--- src/design/ctks_pkg.sv ---
package ctks_pkg;

    localparam int MAX_TOKEN_LEN_DEF = 255;

    // output queue of per-byte result records
    localparam int QDEPTH = 4;
    localparam int QAW    = $clog2(QDEPTH);

    typedef enum logic [5:0] {
        KIND_COMMENT  = 6'd0,
        KIND_IDENT    = 6'd1,
        KIND_LITERAL  = 6'd2,
        KIND_ERROR    = 6'd3,
        KIND_EOF      = 6'd4,
        KIND_SEMI     = 6'd5,
        KIND_LBRACE   = 6'd6,
        KIND_RBRACE   = 6'd7,
        KIND_LPAREN   = 6'd8,
        KIND_RPAREN   = 6'd9,
        KIND_COMMA    = 6'd10,
        KIND_PLUS     = 6'd11,
        KIND_MINUS    = 6'd12,
        KIND_STAR     = 6'd13,
        KIND_SLASH    = 6'd14,
        KIND_TILDE    = 6'd15,
        KIND_PERCENT  = 6'd16,
        KIND_CARET    = 6'd17,
        KIND_QUEST    = 6'd18,
        KIND_COLON    = 6'd19,
        KIND_AMP      = 6'd20,
        KIND_AND_AND  = 6'd21,
        KIND_BAR      = 6'd22,
        KIND_OR_OR    = 6'd23,
        KIND_BANG     = 6'd24,
        KIND_NE       = 6'd25,
        KIND_ASSIGN   = 6'd26,
        KIND_EQ_EQ    = 6'd27,
        KIND_GT       = 6'd28,
        KIND_GE       = 6'd29,
        KIND_SHR      = 6'd30,
        KIND_LT       = 6'd31,
        KIND_LE       = 6'd32,
        KIND_SHL      = 6'd33
    } tok_kind_e;

    typedef struct packed {
        tok_kind_e  kind;
        logic [7:0] len;
    } tok_t;

    // tokens caused by one byte; cnt is 0, 1 or 2
    typedef struct packed {
        logic [1:0] cnt;
        tok_t       tok0;
        tok_t       tok1;
    } rec_t;

endpackage

--- src/design/c_like_token_scanner.sv ---
// channel   dir  tdata                                   tlast        tuser
// s_axis    in   [7:0] data_byte                         line_end     -
// m_axis    out  [5:0] token_kind, [13:6] token_length   last_of_run  -
//
// One source byte per cycle is accepted while the result queue has room.
// A byte yields zero, one or two tokens; the output stage sends one token per
// cycle while m_axis_tready is high, so a run of two-token bytes is limited by
// that single output port. Tokens pass the result queue, then the output register.
// Reset (aresetn low at a clock edge) clears scanner state, queue and output.
// Stalls on m_axis fill the four-record queue, then drop s_axis_tready.
module c_like_token_scanner #(
    parameter int MAX_TOKEN_LEN = ctks_pkg::MAX_TOKEN_LEN_DEF
) (
    input  logic        aclk,
    input  logic        aresetn,
    input  logic        s_axis_tvalid,
    output logic        s_axis_tready,
    input  logic [7:0]  s_axis_tdata,   // [7:0] data_byte
    input  logic        s_axis_tlast,
    output logic        m_axis_tvalid,
    input  logic        m_axis_tready,
    output logic [15:0] m_axis_tdata,   // [5:0] token_kind, [13:6] token_length
    output logic        m_axis_tlast
);
    import ctks_pkg::*;

    logic           accept;
    rec_t           rec;
    rec_t           head;
    logic           head_valid;
    logic           full;
    logic           pop;
    logic [QAW:0]   level;
    tok_t           out_tok;

    assign s_axis_tready = !full;
    assign accept        = s_axis_tvalid && s_axis_tready;

    ctks_front #(
        .MAX_TOKEN_LEN (MAX_TOKEN_LEN)
    ) u_front (
        .aclk      (aclk),
        .aresetn   (aresetn),
        .accept    (accept),
        .data_byte (s_axis_tdata),
        .line_end  (s_axis_tlast),
        .rec       (rec)
    );

    ctks_fifo u_fifo (
        .aclk      (aclk),
        .aresetn   (aresetn),
        .push      (accept && (rec.cnt != 2'd0)),
        .wr_rec    (rec),
        .pop       (pop),
        .head      (head),
        .not_empty (head_valid),
        .full      (full),
        .level     (level)
    );

    ctks_back u_back (
        .aclk       (aclk),
        .aresetn    (aresetn),
        .head       (head),
        .head_valid (head_valid),
        .pop        (pop),
        .m_valid    (m_axis_tvalid),
        .m_ready    (m_axis_tready),
        .m_tok      (out_tok),
        .m_last     (m_axis_tlast)
    );

    assign m_axis_tdata = {2'b00, out_tok.len, out_tok.kind};

    a_level_bound: assert property (@(posedge aclk) disable iff (!aresetn)
        level <= (QAW+1)'(QDEPTH))
        else $error("result queue overflow");

    a_eof_len: assert property (@(posedge aclk) disable iff (!aresetn)
        m_axis_tvalid && (m_axis_tdata[5:0] == KIND_EOF) |-> m_axis_tdata[13:6] == 8'd1)
        else $error("eof token with wrong length");

    a_op_len: assert property (@(posedge aclk) disable iff (!aresetn)
        m_axis_tvalid && (m_axis_tdata[5:0] >= KIND_SEMI)
        |-> (m_axis_tdata[13:6] == 8'd1) || (m_axis_tdata[13:6] == 8'd2))
        else $error("operator token with wrong length");

    a_pad_zero: assert property (@(posedge aclk) disable iff (!aresetn)
        m_axis_tvalid |-> m_axis_tdata[15:14] == 2'b00 && m_axis_tdata[5:0] <= KIND_SHL)
        else $error("token kind out of range");

endmodule

--- src/design/ctks_front.sv ---
module ctks_front #(
    parameter int MAX_TOKEN_LEN = ctks_pkg::MAX_TOKEN_LEN_DEF
) (
    input  logic            aclk,
    input  logic            aresetn,
    input  logic            accept,
    input  logic [7:0]      data_byte,
    input  logic            line_end,
    output ctks_pkg::rec_t  rec
);
    import ctks_pkg::*;

    localparam int LW = $clog2(MAX_TOKEN_LEN + 1);

    typedef enum logic [2:0] {
        PEND_NONE, PEND_AND, PEND_OR, PEND_NOT, PEND_EQ, PEND_GT, PEND_LT
    } pend_e;

    typedef enum logic [1:0] {
        CLS_NONE, CLS_IDENT, CLS_LIT, CLS_OTHER
    } cls_e;

    localparam logic [7:0] CH_HASH = 8'h23;
    localparam logic [7:0] CH_DOT  = 8'h2E;
    localparam logic [7:0] CH_EOF  = 8'hFF;

    pend_e         pend_reg, pend_next;
    logic [LW-1:0] wlen_reg, wlen_next;
    cls_e          cls_reg, cls_next;
    logic          bad_reg, bad_next;
    logic          lstart_reg, lstart_next;
    logic          cmnt_reg, cmnt_next;
    logic          skip_reg, skip_next;

    function automatic logic [7:0] sat8(logic [LW-1:0] v);
        logic [16:0] e;
        e = 17'(v);
        return (e > 17'd255) ? 8'hFF : e[7:0];
    endfunction

    function automatic logic [LW-1:0] count_up(logic [LW-1:0] v);
        return (v < LW'(MAX_TOKEN_LEN)) ? v + LW'(1) : v;
    endfunction

    function automatic rec_t push_tok(rec_t r, tok_kind_e k, logic [7:0] l);
        rec_t o;
        o = r;
        if (r.cnt == 2'd0) begin
            o.tok0.kind = k;
            o.tok0.len  = l;
            o.cnt       = 2'd1;
        end else if (r.cnt == 2'd1) begin
            o.tok1.kind = k;
            o.tok1.len  = l;
            o.cnt       = 2'd2;
        end
        return o;
    endfunction

    function automatic logic is_digit(logic [7:0] b);
        return (b >= "0") && (b <= "9");
    endfunction

    function automatic logic is_letter(logic [7:0] b);
        return ((b >= "a") && (b <= "z")) || ((b >= "A") && (b <= "Z"));
    endfunction

    function automatic pend_e pair_code(logic [7:0] b);
        case (b)
            "&":     return PEND_AND;
            "|":     return PEND_OR;
            "!":     return PEND_NOT;
            "=":     return PEND_EQ;
            ">":     return PEND_GT;
            "<":     return PEND_LT;
            default: return PEND_NONE;
        endcase
    endfunction

    function automatic tok_kind_e single_kind(pend_e p);
        case (p)
            PEND_AND: return KIND_AMP;
            PEND_OR:  return KIND_BAR;
            PEND_NOT: return KIND_BANG;
            PEND_EQ:  return KIND_ASSIGN;
            PEND_GT:  return KIND_GT;
            default:  return KIND_LT;
        endcase
    endfunction

    // KIND_COMMENT means the byte does not complete the pair
    function automatic tok_kind_e paired_kind(pend_e p, logic [7:0] b);
        case (p)
            PEND_AND: return (b == "&") ? KIND_AND_AND : KIND_COMMENT;
            PEND_OR:  return (b == "|") ? KIND_OR_OR : KIND_COMMENT;
            PEND_NOT: return (b == "=") ? KIND_NE : KIND_COMMENT;
            PEND_EQ:  return (b == "=") ? KIND_EQ_EQ : KIND_COMMENT;
            PEND_GT:  return (b == "=") ? KIND_GE : ((b == ">") ? KIND_SHR : KIND_COMMENT);
            PEND_LT:  return (b == "=") ? KIND_LE : ((b == "<") ? KIND_SHL : KIND_COMMENT);
            default:  return KIND_COMMENT;
        endcase
    endfunction

    // KIND_COMMENT means not a plain operator
    function automatic tok_kind_e plain_kind(logic [7:0] b);
        case (b)
            ";":     return KIND_SEMI;
            "{":     return KIND_LBRACE;
            "}":     return KIND_RBRACE;
            "(":     return KIND_LPAREN;
            ")":     return KIND_RPAREN;
            ",":     return KIND_COMMA;
            "+":     return KIND_PLUS;
            "-":     return KIND_MINUS;
            "*":     return KIND_STAR;
            "/":     return KIND_SLASH;
            "~":     return KIND_TILDE;
            "%":     return KIND_PERCENT;
            "^":     return KIND_CARET;
            "?":     return KIND_QUEST;
            ":":     return KIND_COLON;
            default: return KIND_COMMENT;
        endcase
    endfunction

    function automatic rec_t flush_rec(rec_t r, logic [LW-1:0] wl, cls_e c, logic bad);
        tok_kind_e k;
        if (wl == '0) begin
            return r;
        end
        if (c == CLS_IDENT) begin
            k = KIND_IDENT;
        end else if (c == CLS_LIT && !bad) begin
            k = KIND_LITERAL;
        end else begin
            k = KIND_ERROR;
        end
        return push_tok(r, k, sat8(wl));
    endfunction

    always_comb begin
        logic          consumed;
        logic [LW-1:0] wl_cnt;
        tok_kind_e     pk;
        tok_kind_e     ok;
        pend_e         pc;

        rec         = '0;
        pend_next   = pend_reg;
        wlen_next   = wlen_reg;
        cls_next    = cls_reg;
        bad_next    = bad_reg;
        lstart_next = lstart_reg;
        cmnt_next   = cmnt_reg;
        skip_next   = skip_reg;
        consumed    = 1'b0;
        wl_cnt      = count_up(wlen_reg);
        pk          = paired_kind(pend_reg, data_byte);
        ok          = plain_kind(data_byte);
        pc          = pair_code(data_byte);

        if (skip_reg) begin
            if (line_end) begin
                skip_next   = 1'b0;
                lstart_next = 1'b1;
            end
        end else if (cmnt_reg) begin
            if (line_end) begin
                rec         = push_tok(rec, KIND_COMMENT, sat8(wl_cnt));
                wlen_next   = '0;
                cls_next    = CLS_NONE;
                bad_next    = 1'b0;
                cmnt_next   = 1'b0;
                lstart_next = 1'b1;
            end else begin
                wlen_next = wl_cnt;
            end
        end else if (lstart_reg && data_byte == CH_HASH) begin
            if (line_end) begin
                rec = push_tok(rec, KIND_COMMENT, 8'd0);
            end else begin
                cmnt_next   = 1'b1;
                wlen_next   = '0;
                cls_next    = CLS_NONE;
                bad_next    = 1'b0;
                lstart_next = 1'b0;
            end
        end else begin
            lstart_next = 1'b0;
            if (pend_reg != PEND_NONE) begin
                if (pk != KIND_COMMENT) begin
                    rec      = push_tok(rec, pk, 8'd2);
                    consumed = 1'b1;
                end else begin
                    rec = push_tok(rec, single_kind(pend_reg), 8'd1);
                end
                pend_next = PEND_NONE;
            end

            if (!consumed) begin
                if (data_byte == CH_EOF) begin
                    rec       = flush_rec(rec, wlen_next, cls_next, bad_next);
                    wlen_next = '0;
                    cls_next  = CLS_NONE;
                    bad_next  = 1'b0;
                    rec       = push_tok(rec, KIND_EOF, 8'd1);
                    if (!line_end) begin
                        skip_next = 1'b1;
                    end
                end else if (data_byte == " " || data_byte == 8'h0A ||
                             data_byte == 8'h09 || data_byte == 8'h00) begin
                    rec       = flush_rec(rec, wlen_next, cls_next, bad_next);
                    wlen_next = '0;
                    cls_next  = CLS_NONE;
                    bad_next  = 1'b0;
                end else if (pc != PEND_NONE) begin
                    rec       = flush_rec(rec, wlen_next, cls_next, bad_next);
                    wlen_next = '0;
                    cls_next  = CLS_NONE;
                    bad_next  = 1'b0;
                    pend_next = pc;
                end else if (ok != KIND_COMMENT) begin
                    rec       = flush_rec(rec, wlen_next, cls_next, bad_next);
                    wlen_next = '0;
                    cls_next  = CLS_NONE;
                    bad_next  = 1'b0;
                    rec       = push_tok(rec, ok, 8'd1);
                end else begin
                    // word character; class is fixed by the first one
                    if (wlen_next == '0) begin
                        cls_next = is_letter(data_byte) ? CLS_IDENT :
                                   (is_digit(data_byte) ? CLS_LIT : CLS_OTHER);
                        bad_next = 1'b0;
                    end else if (!is_digit(data_byte) && data_byte != CH_DOT) begin
                        bad_next = 1'b1;
                    end
                    wlen_next = count_up(wlen_next);
                end
            end

            if (line_end) begin
                rec       = flush_rec(rec, wlen_next, cls_next, bad_next);
                wlen_next = '0;
                cls_next  = CLS_NONE;
                bad_next  = 1'b0;
                if (pend_next != PEND_NONE) begin
                    rec       = push_tok(rec, single_kind(pend_next), 8'd1);
                    pend_next = PEND_NONE;
                end
                lstart_next = 1'b1;
            end
        end
    end

    always_ff @(posedge aclk) begin
        if (!aresetn) begin
            pend_reg   <= PEND_NONE;
            wlen_reg   <= '0;
            cls_reg    <= CLS_NONE;
            bad_reg    <= 1'b0;
            lstart_reg <= 1'b1;
            cmnt_reg   <= 1'b0;
            skip_reg   <= 1'b0;
        end else if (accept) begin
            pend_reg   <= pend_next;
            wlen_reg   <= wlen_next;
            cls_reg    <= cls_next;
            bad_reg    <= bad_next;
            lstart_reg <= lstart_next;
            cmnt_reg   <= cmnt_next;
            skip_reg   <= skip_next;
        end
    end

endmodule

--- src/design/ctks_fifo.sv ---
module ctks_fifo (
    input  logic               aclk,
    input  logic               aresetn,
    input  logic               push,
    input  ctks_pkg::rec_t     wr_rec,
    input  logic               pop,
    output ctks_pkg::rec_t     head,
    output logic               not_empty,
    output logic               full,
    output logic [ctks_pkg::QAW:0] level
);
    import ctks_pkg::*;

    rec_t           mem [QDEPTH];
    logic [QAW-1:0] wptr_reg;
    logic [QAW-1:0] rptr_reg;
    logic [QAW:0]   cnt_reg;

    assign head      = mem[rptr_reg];
    assign not_empty = (cnt_reg != '0);
    assign full      = (cnt_reg == (QAW+1)'(QDEPTH));
    assign level     = cnt_reg;

    always_ff @(posedge aclk) begin
        if (push) begin
            mem[wptr_reg] <= wr_rec;
        end
    end

    always_ff @(posedge aclk) begin
        if (!aresetn) begin
            wptr_reg <= '0;
            rptr_reg <= '0;
            cnt_reg  <= '0;
        end else begin
            if (push) begin
                wptr_reg <= wptr_reg + QAW'(1);
            end
            if (pop) begin
                rptr_reg <= rptr_reg + QAW'(1);
            end
            if (push && !pop) begin
                cnt_reg <= cnt_reg + (QAW+1)'(1);
            end else if (pop && !push) begin
                cnt_reg <= cnt_reg - (QAW+1)'(1);
            end
        end
    end

endmodule

--- src/design/ctks_back.sv ---
module ctks_back (
    input  logic            aclk,
    input  logic            aresetn,
    input  ctks_pkg::rec_t  head,
    input  logic            head_valid,
    output logic            pop,
    output logic            m_valid,
    input  logic            m_ready,
    output ctks_pkg::tok_t  m_tok,
    output logic            m_last
);
    import ctks_pkg::*;

    logic valid_reg;
    tok_t tok_reg;
    logic last_reg;
    logic sel_reg;      // 1: first token of a two-token record already loaded for output
    logic load;
    logic two;

    assign load = !valid_reg || m_ready;
    assign two  = (head.cnt == 2'd2);
    assign pop  = load && head_valid && (sel_reg || !two);

    assign m_valid = valid_reg;
    assign m_tok   = tok_reg;
    assign m_last  = last_reg;

    always_ff @(posedge aclk) begin
        if (!aresetn) begin
            valid_reg <= 1'b0;
            sel_reg   <= 1'b0;
            last_reg  <= 1'b0;
        end else if (load) begin
            valid_reg <= head_valid;
            if (head_valid) begin
                if (sel_reg) begin
                    tok_reg  <= head.tok1;
                    last_reg <= 1'b1;
                    sel_reg  <= 1'b0;
                end else begin
                    tok_reg  <= head.tok0;
                    last_reg <= !two;
                    sel_reg  <= two;
                end
            end
        end
    end

endmodule

--- config.mk ---
export PLATFORM = sky130hd
export DESIGN_NAME = c_like_token_scanner
export DESIGN_NICKNAME = d
export VERILOG_FILES = /design/src/design/ctks_pkg.sv /design/src/design/c_like_token_scanner.sv /design/src/design/ctks_front.sv /design/src/design/ctks_fifo.sv /design/src/design/ctks_back.sv
export SDC_FILE = /design/constraint.sdc
export NUM_CORES = 1
export LEC_CHECK = 0
export ABC_AREA = 1
export BUFFER_PORTS_ARGS = -buffer_cell sky130_fd_sc_hd__buf_4
export CAP_MARGIN = 20
export CORE_MARGIN = 1.5
export CORE_UTILIZATION = 40
export CTS_BUF_LIST = sky130_fd_sc_hd__clkbuf_16
export DETAILED_ROUTE_END_ITERATION = 7
export GPL_TIMING_DRIVEN = 1
export SYNTH_ARGS = -nofsm -noshare
export SYNTH_HDL_FRONTEND = slang
export SYNTH_SLANG_ARGS = --single-unit
--- constraint.sdc ---
create_clock -name aclk -period 5.7 [get_ports aclk]
set_input_delay 0.855 -clock aclk [delete_from_list [all_inputs] [get_ports aclk]]
set_output_delay 0.855 -clock aclk [all_outputs]
set_load 0.01 [all_outputs]
==> impl_metrics.json, run 1 <==
{
  "synth_top_area_share_pct": 43.64,
  "globalplace.congestion": 0.9630,
  "start_util_pct": 40.87,
  "skew_ns": 0.02130,
  "dr.pass1.iters": 5,
  "drive_gt1_share_pct": 15.51,
  "core_area_um2": 21890,
  "drt_iter0_drc": 656,
  "io_buffers": 29,
  "cp_slowest_cell": "nor2_1",
  "maxSlewHeadroom_pct": 26.70,
  "worstHoldStart": "u_fifo.rptr_reg[0]",
  "worstSetupStartpoint": "s_axis_tdata[1]",
  "antenna_cells": 0,
  "period_needed_ns": 4.835,
  "syn-cell-area_um2": 8946,
  "cts_tree": "built",
  "cpPeakStageDelay_ns": 0.45,
  "finalSetupTns_ns": 0,
  "worstHoldPathType": "register to register",
  "intPower_mw": 2.464,
  "pwr-share-comb_pct": 30.6,
  "crit_arrival_ns": 5.14,
  "cts_buffer_depth": 2,
  "path_clk_slew_ns": 0.07,
  "synth-seq-area-share_pct": 50.13,
  "p_leak_nw": 4.115,
  "wire_per_inst_um": 17.03,
  "required_ns": 6.00,
  "cts_root_buffer": "clkbuf_16",
  "cp-end-kind": "register",
  "finalCritPeriodShare_pct": 84.82,
  "grt_use_total_pct": 20.02,
  "ys.flop_type": "edfxtp_1",
  "area_delta_synth_final_pct": 12.15,
  "hold_viol_final": 0,
  "start_kind": "input port",
  "grt_overflow": 0,
  "post_cts_resized": 0,
  "largest_reg_flops": 116,
  "synth-edff-count": 130,
  "drt-total-wl_mm": 22.90,
  "dieWidth_um": 152.6,
  "status": "finished clean",
  "crit_type": "input port to register",
  "syn_area_per_cell_um2": 8.745,
  "rows": 54,
  "clkPwrFrac_pct": 28.8,
  "switchingPower_mw": 1.360,
  "ir_worst_vdd_mv": 0.2086,
  "synth.distinct_cells": 55,
  "antenna_found_initial": 0,
  "grt_pass1_vias": 6795,
  "num_io_pins": 32,
  "vias": 7173,
  "hold_buffers": 0,
  "cp_common_cell": "nand2_1",
  "final_util_pct": 45.83,
  "ant_nets": 0,
  "fp.dieH_um": 152.6,
  "dieArea_um2": 23270,
  "cts_max_level": 4,
  "synth_top_area_cell": "edfxtp_1",
  "worst_skew_pair.late_latency_ns": 0.43,
  "setup_viol": 0,
  "max_freq_mhz": 206.8,
  "critPathMaxFanout": 6,
  "syn-instance-count": 1023,
  "cap_violations": 0,
  "design_power_total_mw": 3.825,
  "drc": 0,
  "post-cts-setup-buffer-count": 0,
  "p_seq_share_pct": 40.6,
  "viasPerCell": 5.337,
  "power_switching_share_pct": 35.57,
  "cts_buffers": 17,
  "synth_area_leaders": "edfxtp_1 (44%), nor2_1 (8.0%), nand2_1 (6.5%)",
  "cts.sinks": 159,
  "async_reset_ff_share_pct": 0,
  "drv_slew": 0,
  "grt_max_degree": 55,
  "synth_seq_cells": 159,
  "tightest_slew_ns": 1.091,
  "nets": 1082,
  "ys_warn_count": 0,
  "p_per_area_nw_per_um2": 381.2,
  "grt_pass1_wl_mm": 36.63,
  "reg2reg_from": "u_front.wlen_reg[0]",
  "dp_hpwl_mm": 16.24,
  "rsz0062_at_grt": "no"
}
## cells in the mapped netlist (2+ instances only)
library cell and n:
xor2_1 2, buf_6 3, o21ai_0 91, o2111ai_1 2, nand2_8 2, nand2_4 12, a21oi_2 6, nand4_1 15
nor2_8 6, nand2_2 23, o22ai_1 22, a21oi_1 53, o221ai_1 2, clkinv_1 2, nor2_1 190, o211ai_1 7
a31oi_1 15, dfxtp_1 29, nand3_1 35, a221oi_1 8, inv_2 12, edfxtp_1 130, nor2_2 10, inv_1 91
clkbuf_1 24, a211oi_1 9, o31ai_1 2, buf_4 2, nor2_4 10, nand2_1 156, o32ai_1 3, ha_1 17
nor3_1 10
## path summary, 6_finish.rpt
| check | end | slack [ns] | cells past startpoint |
|---|---|---|---|
| worst max register to register | u_fifo.level[2] | 1.05 | 31 |
| worst min-delay path | register | 0.46 | 1 |
| worst max-delay path | u_fifo.level[2] | 0.87 | 33 |
| worst min register to register | register | 0.46 | 1 |
## cell families (layout without fill, tap and decap cells)
| logic type | Yosys count | after routing | share of synthesized area [%] |
|---|---|---|---|
| simple gates | 474 | 474 | 25.43 |
| compound gates | 229 | 229 | 15.19 |
| flops | 159 | 159 | 50.13 |
| buf+inv | 139 | 179 | 6.322 |
| fa+ha+maj | 18 | 18 | 2.601 |
| xor+xnor | 3 | 3 | 0.2938 |
| other cells | 1 | 2 | 0.04192 |
## worst max-delay path: cells and delay by family
family	cells	cell delay [ns]
simple gates	18	2.22
fa+ha+maj	4	1.01
compound gates	5	0.54
buf+inv	6	0.48
## power by group through the flow
stage               logic (mW)  clock network (mW)  registers, mW
global placement          1.18                   0           1.58
detailed placement        1.18                   0           1.58
finish                    1.17                1.10           1.55
CTS                       1.18                1.12           1.56
floorplan                0.809                   0           1.56
global route              1.33                1.17           1.57
## final cells by class
| type | count | area [µm²] |
|---|---|---|
| clock inverter | 15 | 151.4 |
| inverter | 108 | 417.9 |
| tap | 280 | 350.3 |
| multi-input combinational | 726 | 3910 |
| fill | 2134 | 11860 |
| sequential | 159 | 4486 |
| timing repair buffer | 39 | 292.8 |
| clock buffer | 17 | 425.4 |
## cells in the final DEF, fill, tap and decap left out, types with 3 or more instances in the layout
cell type	instances
inv_8	4
a31oi_1	15
nor2_8	6
nor2_2	14
nor2_4	10
nand2_2	23
ha_1	17
dfxtp_1	28
a211oi_1	9
o32ai_1	3
clkbuf_16	17
inv_2	12
clkinv_4	3
nand2_4	12
nor3_1	10
inv_1	92
buf_4	39
inv_6	5
nand4_1	15
nor2_1	186
nand2_1	156
nand3_1	35
a221oi_1	8
a21oi_1	53
o211ai_1	7
a21oi_2	6
edfxtp_1	130
o21ai_0	91
o22ai_1	22
## through the flow
step                cell area, µm²  cells  setup WS, ns  hold slack (ns)
floorplan                     8950   1024        0.8264           0.4356
global placement              9457   1312        0.4175           0.4538
detailed placement            9457   1312        0.4719           0.4598
CTS                          10030   1344        0.9104           0.4651
global route                 10030   1344        0.4635           0.5086
finish                       10030   1344        0.8653           0.4648
## per-layer routing
metal  routed length, µm  vias to the layer above  GRT usage, %
met5                   0                        -             0
met4                 567                        0         7.738
met3                1008                       40         2.730
met2               10810                      211         33.05
met1               10510                     3347         26.77
li1                    -                     3575             -
Power figures use the tool's default switching activity.
==> run 2, diff against run 1 <==
Clock period 5.7 ns to 4.5 ns, I/O delays scaled along.
==> run 2 against run 1 <==
Global-route usage is 0.15 points lower. Setup slack worse by 0.46 ns. Flip-flop and latch count stayed put. Cell area is 3.2% higher. Clock skew is 0.0075 ns lower. Routed wire length is 3.0% lower. Sequential power is 26% higher. Largest cell class unchanged. Highest routed layer unchanged.
==> impl_metrics.json, run 2 (synthesis gave the netlist of run 1 again) <==
{
  "status": "finished clean",
  "path_clk_slew_ns": 0.07,
  "cts_root_buffer": "clkbuf_16",
  "io_buffers": 29,
  "maxSlewHeadroom_pct": 35.55,
  "num_io_pins": 32,
  "cp_slowest_cell": "fa_1",
  "crit_arrival_ns": 4.41,
  "fin_hold_ws_ns": 0.4729,
  "viasPerCell": 5.237,
  "ant_nets": 0,
  "required_ns": 4.81,
  "p_seq_share_pct": 40.1,
  "skew_ns": 0.01380,
  "p_per_area_nw_per_um2": 472.3,
  "tightest_slew_ns": 0.9657,
  "drive_gt1_share_pct": 18.28,
  "cap_violations": 0,
  "worst_skew_pair.late_latency_ns": 0.43,
  "p_leak_nw": 4.287,
  "dieWidth_um": 152.6,
  "cts_tree": "built",
  "cts_buffers": 17,
  "cts_buffer_depth": 2,
  "wire_per_inst_um": 16.16,
  "cp-end-kind": "register",
  "path_delay_family": "adder cells",
  "period_needed_ns": 4.092,
  "cts.sinks": 159,
  "globalplace.congestion": 0.9542,
  "start_util_pct": 40.87,
  "fp.dieH_um": 152.6,
  "area_delta_synth_final_pct": 15.69,
  "grt_overflow": 0,
  "dp_hpwl_mm": 15.66,
  "switchingPower_mw": 1.758,
  "grt_max_degree": 55,
  "rows": 54,
  "max_freq_mhz": 244.4,
  "grt_use_total_pct": 19.86,
  "pwr-share-comb_pct": 31.3,
  "antenna_cells": 0,
  "vias": 7195,
  "power_switching_share_pct": 35.96,
  "final_util_pct": 47.28,
  "antenna_found_initial": 0,
  "grt_pass1_vias": 6968,
  "layout_common_cells": "nor2_1 (186), nand2_1 (155), edfxtp_1 (130)",
  "ir_worst_vdd_mv": 0.2178,
  "critPathMaxFanout": 6,
  "final_common_cell": "nor2_1",
  "dr.pass1.iters": 5,
  "clkPwrFrac_pct": 28.6,
  "cts_max_level": 4,
  "post-cts-setup-buffer-count": 0,
  "nets": 1112,
  "drt_iter0_drc": 648,
  "core_area_um2": 21890,
  "intPower_mw": 3.131,
  "largest_reg_flops": 116,
  "cpPeakStageDelay_ns": 0.38,
  "drv_slew": 0,
  "finalCritPeriodShare_pct": 90.93,
  "start_kind": "register",
  "dieArea_um2": 23270,
  "hold_viol_final": 0,
  "grt_pass1_wl_mm": 36.42,
  "drt-total-wl_mm": 22.21,
  "critPathBufInv": 7,
  "setup_viol": 0,
  "worstHoldPathType": "register to register",
  "fillerInstances": 2091,
  "drc": 0,
  "crit_type": "register to register"
}
-- run 2: cell count changes in the layout (fill, tap and decap cells not counted), sizes merged --
| cell | before | now |
|---|---|---|
| buf | 39 | 69 |
| bufinv | 1 | 0 |
| clkinv | 6 | 8 |
| clkinvlp | 2 | 0 |
| inv | 114 | 115 |
-- run 2: final cells by class --
cell class	count	area, µm²	area share (%)
flip-flops and latches	159	4488	43.36
multi-input cells	726	3915	37.83
repair buffers	69	593.1	5.730
clock buffers	17	425.4	4.110
inverters	108	417.9	4.038
well taps	280	350.3	3.385
clock inverters	15	160.2	1.547
-- run 2: tightest hold or removal path, delay by kind of cell (launching register included) --
family,cells,cell delay [ns]
simple gates,1,0.06
compound gates,1,0.06
flops,1,0.31
-- run 2: layer usage --
metal | vias to the layer above | share of wire (%) | track usage, % | routed length [µm]
li1 | 3641 | - | - | -
met1 | 3342 | 46 | 26.27 | 10260
met2 | 187 | 48 | 33.33 | 10610
met3 | 25 | 4.6 | 3.584 | 1020
met4 | 0 | 1.4 | 5.907 | 308
met5 | - | 0 | 0 | 0
-- run 2: metrics by stage --
stage / instances / setup slack [ns] / power, mW / TNS [ns] / cell area, µm²
after floorplan: 1024 / -0.1936 / 3.001 / -22.46 / 8950
after global placement: 1342 / 0.02636 / 3.521 / 0 / 9757
after detailed placement: 1342 / -0.009258 / 3.526 / -0.009258 / 9757
after CTS: 1374 / 0.3457 / 4.930 / 0 / 10340
after global routing: 1374 / -0.02835 / 5.215 / -0.02835 / 10350
final: 1374 / 0.4080 / 4.889 / 0 / 10350
-- run 2: worst paths after layout --
path	start	to	slack [ns]	depth (start not counted)
max	u_front.wlen_reg[0]	u_fifo.level[2]	0.41	30
min	u_back.m_last	u_back.m_last	0.47	2
max reg2reg	u_front.wlen_reg[0]	u_fifo.level[2]	0.41	30
min reg2reg	u_back.m_last	u_back.m_last	0.47	2
-- run 2: what timing repair did --
item	in CTS	in global routing
setup endpoints to repair	0	2
resized for setup	0	6
hold buffers	0	0
-- run 2: power by group through the flow --
stage                     sequential, mW  clock [mW]  combinational [mW]
after floorplan                     1.98           0                1.02
after global placement              1.99           0                1.53
after detailed placement            2.00           0                1.53
after CTS                           1.96        1.43                1.54
after global routing                1.99        1.50                1.73
final                               1.96        1.40                1.53
